File: config.mk
export PLATFORM = sky130hd
export DESIGN_NAME = yuv_to_rgb_pixel_packer_top
export DESIGN_NICKNAME = d
export VERILOG_FILES = /design/src/rtl/yuvrgb_pkg.sv /design/src/rtl/yuv_to_rgb_pixel_packer_top.sv
export SDC_FILE = /design/constraint.sdc
export NUM_CORES = 1
export LEC_CHECK = 0
export ABC_AREA = 1
export ABC_CLOCK_PERIOD_IN_PS = 16000
export BUFFER_PORTS_ARGS = -buffer_cell sky130_fd_sc_hd__buf_4
export CAP_MARGIN = 20
export CORE_ASPECT_RATIO = 0.9
export CORE_UTILIZATION = 39
export CTS_BUF_LIST = sky130_fd_sc_hd__clkbuf_16
export DETAILED_ROUTE_END_ITERATION = 7
export PLACE_DENSITY = 0.56
export SYNTH_ARGS = -nofsm -noshare
export SYNTH_HDL_FRONTEND = slang
export SYNTH_SLANG_ARGS = --single-unit
File: constraint.sdc
create_clock -name clk_i -period 16 [get_ports clk_i]
set_input_delay 2.4 -clock clk_i [delete_from_list [all_inputs] [get_ports clk_i]]
set_output_delay 2.4 -clock clk_i [all_outputs]
set_load 0.02 [all_outputs]
File: src/rtl/yuvrgb_pkg.sv
// shared types and constants for the yuv to rgb pixel packer
package yuvrgb_pkg;

  // input sample widths and the fixed-point layout
  localparam int unsigned SampleW  = 8;
  localparam int unsigned FracBits = 10;
  localparam int unsigned PixelW   = 24;
  localparam int unsigned OffsetW  = 10;  // signed width of an offset-removed sample
  localparam int unsigned CoefW    = 13;  // signed width of a conversion coefficient
  localparam int unsigned ProdW    = 22;  // signed width of a product
  localparam int unsigned SumW     = 22;  // signed width of a component sum

  // conversion coefficients, 10 fractional bits
  localparam logic signed [CoefW-1:0] LumaGain   = 13'sd1192;
  localparam logic signed [CoefW-1:0] RedFromV   = 13'sd1634;
  localparam logic signed [CoefW-1:0] GreenFromU = 13'sd400;
  localparam logic signed [CoefW-1:0] GreenFromV = 13'sd833;
  localparam logic signed [CoefW-1:0] BlueFromU  = 13'sd2066;

  // sample offsets
  localparam logic signed [OffsetW-1:0] LumaOffset   = 10'sd16;
  localparam logic signed [OffsetW-1:0] ChromaOffset = 10'sd128;

  // output packing codes
  typedef enum logic [1:0] {
    FMT_BGR24  = 2'd0,
    FMT_RGB555 = 2'd1,
    FMT_RGB332 = 2'd2
  } format_e;

  localparam format_e FormatReset = FMT_BGR24;

  // one input transaction
  typedef struct packed {
    logic [SampleW-1:0] luma;
    logic [SampleW-1:0] chroma_blue;
    logic [SampleW-1:0] chroma_red;
  } yuv_pixel_t;

  // one result transaction
  typedef struct packed {
    logic [PixelW-1:0]  packed_pixel;
    logic [SampleW-1:0] red_level;
    logic [SampleW-1:0] green_level;
    logic [SampleW-1:0] blue_level;
  } rgb_pixel_t;

endpackage

File: src/rtl/yuv_to_rgb_pixel_packer_top.sv
// yuv to rgb pixel packer: three-stage conversion pipeline with output register
//
// Input channel: in_valid_i / in_stall_o carry one yuv_pixel_t per transaction,
// a luma sample with the chroma pair that covers it (the feeder repeats chroma).
// Output channel: out_valid_o / out_stall_i carry one rgb_pixel_t per input
// transaction, in order: the clamped red, green and blue levels and the pixel
// packed per the format register.
// Configuration: cfg_we_i writes cfg_wdata_i into the 2-bit format register
// (0 = 24-bit with blue in the low byte, 1 = 5:5:5, 2 and 3 = 3:3:2). Write it
// only while no transaction is in flight.
// Pipeline: an accepted input passes through three register stages (products,
// sums, clamp and pack) before its result is valid.
// Throughput: one pixel per clock while the receiver does not stall; every stage then takes a new item each cycle.
// Reset clears all stage valid bits and sets the format to 24-bit.
// When the receiver stalls, the output register holds its result and the stages
// behind it fill up; in_stall_o rises only when every stage is occupied, so no
// transaction is lost or repeated and bubbles are squeezed out.
module yuv_to_rgb_pixel_packer_top
  import yuvrgb_pkg::*;
(
  input  logic       clk_i,
  input  logic       rst_ni,
  input  logic       cfg_we_i,
  input  logic [1:0] cfg_wdata_i,
  input  logic       in_valid_i,
  output logic       in_stall_o,
  input  yuv_pixel_t in_data_i,
  output logic       out_valid_o,
  input  logic       out_stall_i,
  output rgb_pixel_t out_data_o
);

  logic [1:0] format_q;

  logic s1_valid_q, s2_valid_q, out_valid_q;
  logic s1_en, s2_en, out_en;

  logic signed [OffsetW-1:0] c_off, d_off, e_off;
  logic signed [ProdW-1:0]   p_luma_d, p_rv_d, p_gu_d, p_gv_d, p_bu_d;
  logic signed [ProdW-1:0]   p_luma_q, p_rv_q, p_gu_q, p_gv_q, p_bu_q;
  logic signed [SumW-1:0]    sum_r_d, sum_g_d, sum_b_d;
  logic signed [SumW-1:0]    sum_r_q, sum_g_q, sum_b_q;
  logic [SampleW-1:0]        red_lvl, green_lvl, blue_lvl;
  logic [PixelW-1:0]         packed_d;
  rgb_pixel_t                out_data_q;

  // divide by 1024 toward zero and clamp to 0..255
  function automatic logic [SampleW-1:0] scale_clamp(input logic signed [SumW-1:0] sum);
    logic [SumW-FracBits-1:0] quot;
    quot = sum[SumW-1:FracBits];
    if (sum <= 0) begin
      scale_clamp = '0;
    end else if (quot > (SumW-FracBits)'(255)) begin
      scale_clamp = '1;
    end else begin
      scale_clamp = quot[SampleW-1:0];
    end
  endfunction

  // stage enables: a stage loads when it is empty or its successor moves on
  assign out_en     = !out_valid_q || !out_stall_i;
  assign s2_en      = !s2_valid_q || out_en;
  assign s1_en      = !s1_valid_q || s2_en;
  assign in_stall_o = !s1_en;

  // format register
  always_ff @(posedge clk_i or negedge rst_ni) begin
    if (!rst_ni) begin
      format_q <= FormatReset;
    end else if (cfg_we_i) begin
      format_q <= cfg_wdata_i;
    end
  end

  // valid bits travel with the data
  always_ff @(posedge clk_i or negedge rst_ni) begin
    if (!rst_ni) begin
      s1_valid_q  <= 1'b0;
      s2_valid_q  <= 1'b0;
      out_valid_q <= 1'b0;
    end else begin
      if (s1_en)  s1_valid_q  <= in_valid_i;
      if (s2_en)  s2_valid_q  <= s1_valid_q;
      if (out_en) out_valid_q <= s2_valid_q;
    end
  end

  // stage 1: remove offsets and form the five constant products
  always_comb begin
    c_off    = $signed({2'b00, in_data_i.luma}) - LumaOffset;
    d_off    = $signed({2'b00, in_data_i.chroma_blue}) - ChromaOffset;
    e_off    = $signed({2'b00, in_data_i.chroma_red}) - ChromaOffset;
    p_luma_d = ProdW'(c_off) * ProdW'(LumaGain);
    p_rv_d   = ProdW'(e_off) * ProdW'(RedFromV);
    p_gu_d   = ProdW'(d_off) * ProdW'(GreenFromU);
    p_gv_d   = ProdW'(e_off) * ProdW'(GreenFromV);
    p_bu_d   = ProdW'(d_off) * ProdW'(BlueFromU);
  end

  always_ff @(posedge clk_i) begin
    if (s1_en) begin
      p_luma_q <= p_luma_d;
      p_rv_q   <= p_rv_d;
      p_gu_q   <= p_gu_d;
      p_gv_q   <= p_gv_d;
      p_bu_q   <= p_bu_d;
    end
  end

  // stage 2: component sums
  always_comb begin
    sum_r_d = SumW'(p_luma_q) + SumW'(p_rv_q);
    sum_g_d = SumW'(p_luma_q) - SumW'(p_gu_q) - SumW'(p_gv_q);
    sum_b_d = SumW'(p_luma_q) + SumW'(p_bu_q);
  end

  always_ff @(posedge clk_i) begin
    if (s2_en) begin
      sum_r_q <= sum_r_d;
      sum_g_q <= sum_g_d;
      sum_b_q <= sum_b_d;
    end
  end

  // stage 3: scale, clamp and pack
  always_comb begin
    red_lvl   = scale_clamp(sum_r_q);
    green_lvl = scale_clamp(sum_g_q);
    blue_lvl  = scale_clamp(sum_b_q);
    unique case (format_q)
      FMT_BGR24:  packed_d = {red_lvl, green_lvl, blue_lvl};
      FMT_RGB555: packed_d = {9'd0, red_lvl[7:3], green_lvl[7:3], blue_lvl[7:3]};
      default:    packed_d = {16'd0, red_lvl[7:5], green_lvl[7:5], blue_lvl[7:6]};
    endcase
  end

  always_ff @(posedge clk_i) begin
    if (out_en) begin
      out_data_q.packed_pixel <= packed_d;
      out_data_q.red_level    <= red_lvl;
      out_data_q.green_level  <= green_lvl;
      out_data_q.blue_level   <= blue_lvl;
    end
  end

  assign out_valid_o = out_valid_q;
  assign out_data_o  = out_data_q;

endmodule
==> results.py, run 1 <==
metrics = {
    "global_routing": {
        "overflow": 0,
        "grt_pass1_wl_mm": 57.9,
        "grt_pass1_vias": 11200,
        "grt_max_degree": 81,
        "grt_usage_pct": 16.7,
        "antenna_found_initial": 0,
    },
    "cells_and_area": {
        "most-common-layout-cells": "nand2_1, inv_1, ha_1",
        "syn2layout_area_growth_pct": 12.7,
        "drive_above_1_share_pct": 7.74,
        "mostFrequentLayoutCell": "nand2_1",
        "num-fill-cells": 4072,
        "finalNetCount": 2317,
        "antenna_cells": 0,
        "final_cell_area_um2": 18600,
    },
    "sta": {
        "max_freq_mhz": 152,
        "period_share_pct": 41.2,
        "hold_violations": 0,
        "post-route-min-period_ns": 6.59,
        "worst_pin_slew_ns": 1.00,
        "drv_slew": 0,
        "fin_tns_setup_ns": 0,
        "rsz0062_at_grt": "no",
        "max_slew_margin_pct": 33.3,
        "clock_skew_ns": 0.0199,
        "setup_viol": 0,
    },
    "pwr": {
        "ir_worst_vdd_v": 0.000124,
        "power_density_nw_per_um2": 186,
        "p_leak_uw": 0.00952,
    },
    "setup_path": {
        "rr_worst_depth": 8,
        "critPathBufInv": 5,
        "crit_top_cell": "buf_4",
        "cp_slowest_cell": "buf_4",
        "path_max_fanout": 65,
        "critical_path_arrival_ns": 4.19,
        "critPathTopFamily": "buffers and inverters",
        "r2r_slack_ns": 12.73,
        "cp.depth": 8,
        "worstReg2RegStart": "out_valid_o",
        "crit_chain": "buf_4, nand2_2, buf_4, nor2_1, inv_2, buf_4, nor2_1, buf_4",
        "cp-end-kind": "primary output",
        "crit_required_ns": 13.60,
        "r2r_end": "p_luma_q[4]",
        "crit_start": "out_stall_i",
        "cp-start-kind": "primary input",
        "max_stage_delay_ns": 0.58,
        "path_class": "primary input to primary output",
    },
    "synthesis": {
        "syn_nets": 2216,
        "ys_ff_latch": 202,
        "yosysWarnings": 0,
        "yosysSeqAreaShare_pct": 36.5,
        "netlist_area_um2": 16500,
        "synthDominantCellAreaShare_pct": 35.8,
        "synth_area_leader_cell": "edfxtp_1",
        "synth.distinct_cells": 40,
        "syn_avg_cell_area_um2": 8.88,
        "synth_cells": 1861,
        "synthTopCellsByArea": "edfxtp_1, ha_1, nand2_1, inv_1, fa_1",
    },
    "detailed_routing": {
        "drt-initial-drc-count": 668,
        "drtAntennaViolNets": 0,
        "avgViaCountPerCell": 4.70,
        "wl_mm": 35.3,
        "wl_per_cell_um": 14.0,
        "drc": 0,
        "via_count": 11900,
        "dr.pass1.iters": 5,
    },
    "die": {
        "io_pins": 81,
        "start_util_pct": 39.5,
        "dieHeight_um": 197,
        "core_um2": 41800,
        "std_cell_rows": 71,
        "die_w_um": 219,
        "die-area_um2": 43200,
    },
    "clocking": {
        "post-cts-setup-buffers": 0,
        "path_clk_slew_ns": 0.06,
        "cts_buffers": 24,
        "cts_tree": "built",
        "cts_resized": 0,
        "htreeDepth": 1,
        "cts_hold_buffers": 0,
        "worstSkewPairLatency_ns": 0.52,
        "cts-root-buf": "clkbuf_16",
        "cts.sinks": 202,
        "cts_buffer_depth": 3,
    },
    "worst_hold_path": {
        "holdPathStages": 2,
        "holdCritPathClass": "flop to flop",
        "min-delay-start": "s2_valid_q",
        "holdPathEnd": "out_valid_o",
    },
    "run_status": {
        "status": "finished, final reports clean",
    },
    "placement": {
        "gp_congestion": 0.909,
        "post_dp_cell_area_um2": 17800,
        "port_buffers": 80,
        "dp_hpwl_mm": 29.7,
    },
    "run": {
        "max_cap_viol_count": 0,
    },
}
-- layer usage --
metal	up-vias	wire length (um)	part of all wire, %	track usage [%]
li1	6272	-	-	-
met1	5343	19100	54	26.1
met2	219	14300	41	25.0
met3	31	1260	3.6	1.62
met4	0	580	1.6	3.14
met5	-	0	0	0
-- stage by stage --
stage / hold WS, ns / instances / utilization (%) / worst slack, ns / power (uW)
floorplan: 0.423 / 1861 / - / 8.37 / 2370
global placement: 0.443 / 2483 / 42.6 / 9.28 / 2890
detailed placement: 0.434 / 2483 / 42.6 / 9.21 / 2910
CTS: 0.448 / 2525 / 44.5 / 9.34 / 3490
global route: 0.463 / 2525 / 44.5 / 9.13 / 3800
finish: 0.447 / 2525 / 44.5 / 9.41 / 3470
-- tightest hold or removal path, delay by kind of cell (launching register included) --
kind / cells / cell delay (ns)
flip-flops: 1 / 0.32
AND/OR/NAND/NOR: 1 / 0.05
buffers and inverters: 1 / 0.04
-- Yosys cell counts, drive strengths merged --
library cell / n
o21a: 1
clkinv: 1
dfrtp: 5
or2: 3
nor3: 15
nand3: 113
o211ai: 4
xor2: 54
edfxtp: 197
inv: 344
xnor2: 17
a22oi: 1
ha: 262
o2111ai: 1
a21boi: 1
nor2: 147
o21ai: 29
o21bai: 7
a21oi: 101
a31oi: 1
fa: 62
mux2: 1
nand2: 454
nand4: 22
a21o: 1
buf: 8
and2: 9
-- worst max-delay path by stage --
stage / end / slack, ns
final: in_stall_o / 9.41
after global routing: in_stall_o / 9.13
after CTS: in_stall_o / 9.34
after detailed placement: p_luma_q[19] / 9.21
after global placement: p_luma_q[19] / 9.28
after floorplan: in_stall_o / 8.37
-- sequential cells by signal, summed over array words and instances (netlist names) --
name	flops
p_bu_q	21
p_luma_q	18
s2_valid_q	1
sum_b_q	21
s1_valid_q	1
p_rv_q	16
sum_g_q	22
sum_r_q	20
out_valid_o	1
p_gv_q	20
format_q	2
p_gu_q	11
out_data_o	48
-- area by class of cell --
cell class	instances	area (um2)	share of cell area, %
multi-input combinational	1306	9160	49.2
sequential	202	6040	32.4
inverter	345	1300	6.97
tap	547	684	3.67
timing repair buffer	83	623	3.34
clock buffer	24	601	3.22
clock inverter	18	221	1.19
-- power by group --
part / switching (uW) / total (uW) / internal (uW)
Sequential: 102 / 987 / 885
Clock: 207 / 560 / 353
Combinational: 1240 / 1920 / 683
-- kinds of logic after synthesis --
family | share of synthesized area, %
simple gates | 19.4
buf+inv | 8.08
fa+ha+maj | 27.3
flops | 36.5
compound gates | 4.80
xor+xnor | 3.76
mux | 0.0681
Note: power is estimated with default switching activity, not from simulation.
==> run 2: changes to the inputs <==
ABC_AREA = 0   (was 1)
ABC_CLOCK_PERIOD_IN_PS = 6600   (was 16000)
clock period = 6.6 ns   (was 16 ns; I/O delays follow)
==> results.py, run 2 <==
metrics = {
    "sta": {
        "worst_pin_slew_ns": 0.974,
        "post-route-min-period_ns": 4.96,
        "period_share_pct": 75.2,
        "max_freq_mhz": 201,
        "setup_viol": 0,
        "clock_skew_ns": 0.00868,
        "fin_tns_setup_ns": 0,
        "drv_slew": 0,
        "rsz0062_at_grt": "no",
        "hold_violations": 0,
        "max_slew_margin_pct": 35.0,
    },
    "global_routing": {
        "antenna_found_initial": 0,
        "overflow": 0,
        "grt_max_degree": 70,
        "grt_usage_pct": 16.1,
        "grt_pass1_vias": 9416,
        "grt_pass1_wl_mm": 50.4,
    },
    "die": {
        "core_um2": 37700,
        "die-area_um2": 39500,
        "dieHeight_um": 189,
        "io_pins": 81,
        "die_w_um": 209,
        "std_cell_rows": 67,
        "start_util_pct": 40.0,
    },
    "clocking": {
        "cts.sinks": 202,
        "cts-root-buf": "clkbuf_16",
        "htreeDepth": 1,
        "cts_buffer_depth": 3,
        "cts_hold_buffers": 0,
        "post-cts-setup-buffers": 0,
        "worstSkewPairLatency_ns": 0.51,
        "path_clk_slew_ns": 0.06,
        "cts_buffers": 23,
        "cts_tree": "built",
        "cts_resized": 0,
    },
    "detailed_routing": {
        "dr.pass1.iters": 5,
        "via_count": 9574,
        "drtAntennaViolNets": 0,
        "wl_mm": 31.2,
        "drc": 0,
        "avgViaCountPerCell": 5.04,
        "wl_per_cell_um": 16.5,
        "drt-initial-drc-count": 560,
    },
    "synthesis": {
        "ys_ff_latch": 202,
        "synthTopCellsByArea": "edfxtp_1, ha_1, fa_1, inv_1, xnor2_1",
        "synth.area.mux_share_pct": 1.15,
        "synthAdderAreaFrac_pct": 29.9,
        "yosysMostFrequentCell": "ha_1",
        "synth_area_leader_cell": "edfxtp_1",
        "synthDominantCellAreaShare_pct": 39.2,
        "synth_cells": 1299,
        "netlist_area_um2": 15100,
        "synth-simple-area-share_pct": 6.84,
        "syn_avg_cell_area_um2": 11.6,
        "synth_flop_cell": "edfxtp_1",
        "synth-xor-area-share_pct": 5.86,
        "yosysSeqAreaShare_pct": 40.0,
        "yosysWarnings": 0,
        "synth.distinct_cells": 66,
        "synth_edf_count": 197,
        "synth_top_family_by_area": "adder cells",
        "async_flop_share_pct": 2.48,
        "synthTopCellsByCount": "ha_1, edfxtp_1, inv_1",
        "synth-compound-area-share_pct": 11.5,
        "syn_nets": 1654,
    },
    "setup_path": {
        "r2r_slack_ns": 3.24,
        "cp-start-kind": "primary input",
        "r2r_end": "sum_g_q[20]",
        "rr_worst_depth": 9,
        "worstReg2RegStart": "p_luma_q[8]",
        "crit_start": "in_data_i[20]",
        "critical_path_arrival_ns": 5.23,
        "path_max_fanout": 15,
        "crit_required_ns": 6.86,
        "path_class": "primary input to flop",
        "cp-end-kind": "flop",
    },
    "run": {
        "max_cap_viol_count": 0,
    },
    "pwr": {
        "combPwrFrac_pct": 53.2,
        "switching_share_pct": 40.2,
        "cell_internal_pwr_uw": 4610,
        "power_density_nw_per_um2": 453,
        "switching_power_uw": 3090,
        "p_leak_uw": 0.00781,
        "pwr-share-seq_pct": 31.8,
        "ir_worst_vdd_v": 0.000286,
        "clkPwrFrac_pct": 15.0,
    },
    "cells_and_area": {
        "largest_register_ffs": 48,
        "num-fill-cells": 3524,
        "syn2layout_area_growth_pct": 12.6,
        "drive_above_1_share_pct": 10.1,
        "antenna_cells": 0,
        "most-common-layout-cells": "ha_1, edfxtp_1, inv_1",
        "final_cell_area_um2": 17000,
        "mostFrequentLayoutCell": "ha_1",
        "finalNetCount": 1753,
    },
    "run_status": {
        "status": "finished, final reports clean",
    },
    "placement": {
        "post_dp_cell_area_um2": 16300,
        "dp_hpwl_mm": 25.0,
        "port_buffers": 80,
        "gp_congestion": 0.810,
    },
    "worst_hold_path": {
        "holdCritPathClass": "primary input to asynchronous set/reset pin",
    },
}
==> run 2: cell count changes in the layout (fill, tap and decap cells not counted), moves of 17 or more <==
| cell | delta |
|---|---|
| xor2_1 | -26 |
| o21ai_1 | +22 |
| nand2_1 | -408 |
| nand4_1 | -17 |
| a21oi_1 | -40 |
| a21o_1 | +26 |
| o21a_1 | +37 |
| nor2_1 | -69 |
| nand3_1 | -100 |
| nor2b_1 | +22 |
| inv_1 | -157 |
| xnor2_1 | +56 |
==> run 2: logic make-up (layout without fill, tap and decap cells) <==
kind of cell	count (synthesis)	in the layout
flip-flops	202	202
multiplexers	17	17
AO/OA/AOI/OAI	253	253
buffers and inverters	192	308
adder cells (fa/ha/maj)	324	324
XOR/XNOR	101	101
AND/OR/NAND/NOR	210	210
==> run 2: area by class of cell <==
class                           count  area, um2  share of cell area, %
Tap cell                          483        604                   3.55
Sequential cell                   202       6040                   35.5
Clock buffer                       23        576                   3.38
Clock inverter                     19        104                  0.611
Inverter                          181        679                   4.00
Multi-Input combinational cell    905       8350                   49.1
Timing Repair Buffer               85        651                   3.83
==> run 2: layer usage <==
metal | vias up | share of wire (%) | global-route usage [%]
met5 | - | 0 | 0
met4 | 0 | 1.5 | 3.05
met3 | 33 | 3.6 | 2.23
met2 | 167 | 41 | 23.9
met1 | 4519 | 54 | 24.8
li1 | 4855 | - | -
==> run 2: power by group through the flow <==
| stage | Combinational (uW) | Sequential [uW] | Clock, uW |
|---|---|---|---|
| 2_1_floorplan | 3010 | 2460 | 0 |
| 3_5_place_dp | 4060 | 2490 | 0 |
| 4_1_cts | 4100 | 2460 | 1190 |
| 6_report | 4090 | 2450 | 1160 |
| 3_3_place_gp | 4040 | 2480 | 0 |
| 5_1_grt | 4610 | 2500 | 1230 |
==> run 2: worst max-delay path by stage <==
| stage | slack (ns) | to |
|---|---|---|
| 4_1_cts | 1.62 | p_rv_q[19] |
| 3_5_place_dp | 1.08 | p_luma_q[19] |
| 3_3_place_gp | 1.15 | p_rv_q[17] |
| 2_1_floorplan | 1.22 | p_luma_q[19] |
| 5_1_grt | 1.37 | p_rv_q[17] |
| 6_report | 1.64 | p_luma_q[19] |
==> run 2: worst max-delay path: stages <==
cell,delay (ns)
buf_4,0.12
inv_1,0.16
ha_1,0.22
nor3b_2,0.17
buf_4,0.24
ha_1,0.30
ha_1,0.30
inv_1,0.07
fa_1,0.44
fa_1,0.55
inv_1,0.04
ha_1,0.31
o21ai_1,0.09
nor2_1,0.06
or2_1,0.23
or3_1,0.34
a41o_1,0.28
o41ai_2,0.23
xnor2_1,0.10
==> run 2: through the flow <==
stage	hold WS [ns]	setup WS, ns	util [%]	total power (uW)	std cells
after global routing	0.247	1.37	45.1	8340	1898
after detailed placement	0.456	1.08	43.2	6550	1855
after floorplan	0.426	1.22	-	5470	1299
after CTS	0.243	1.62	45.0	7750	1897
final	0.269	1.64	45.1	7700	1898
after global placement	0.454	1.15	43.2	6520	1855
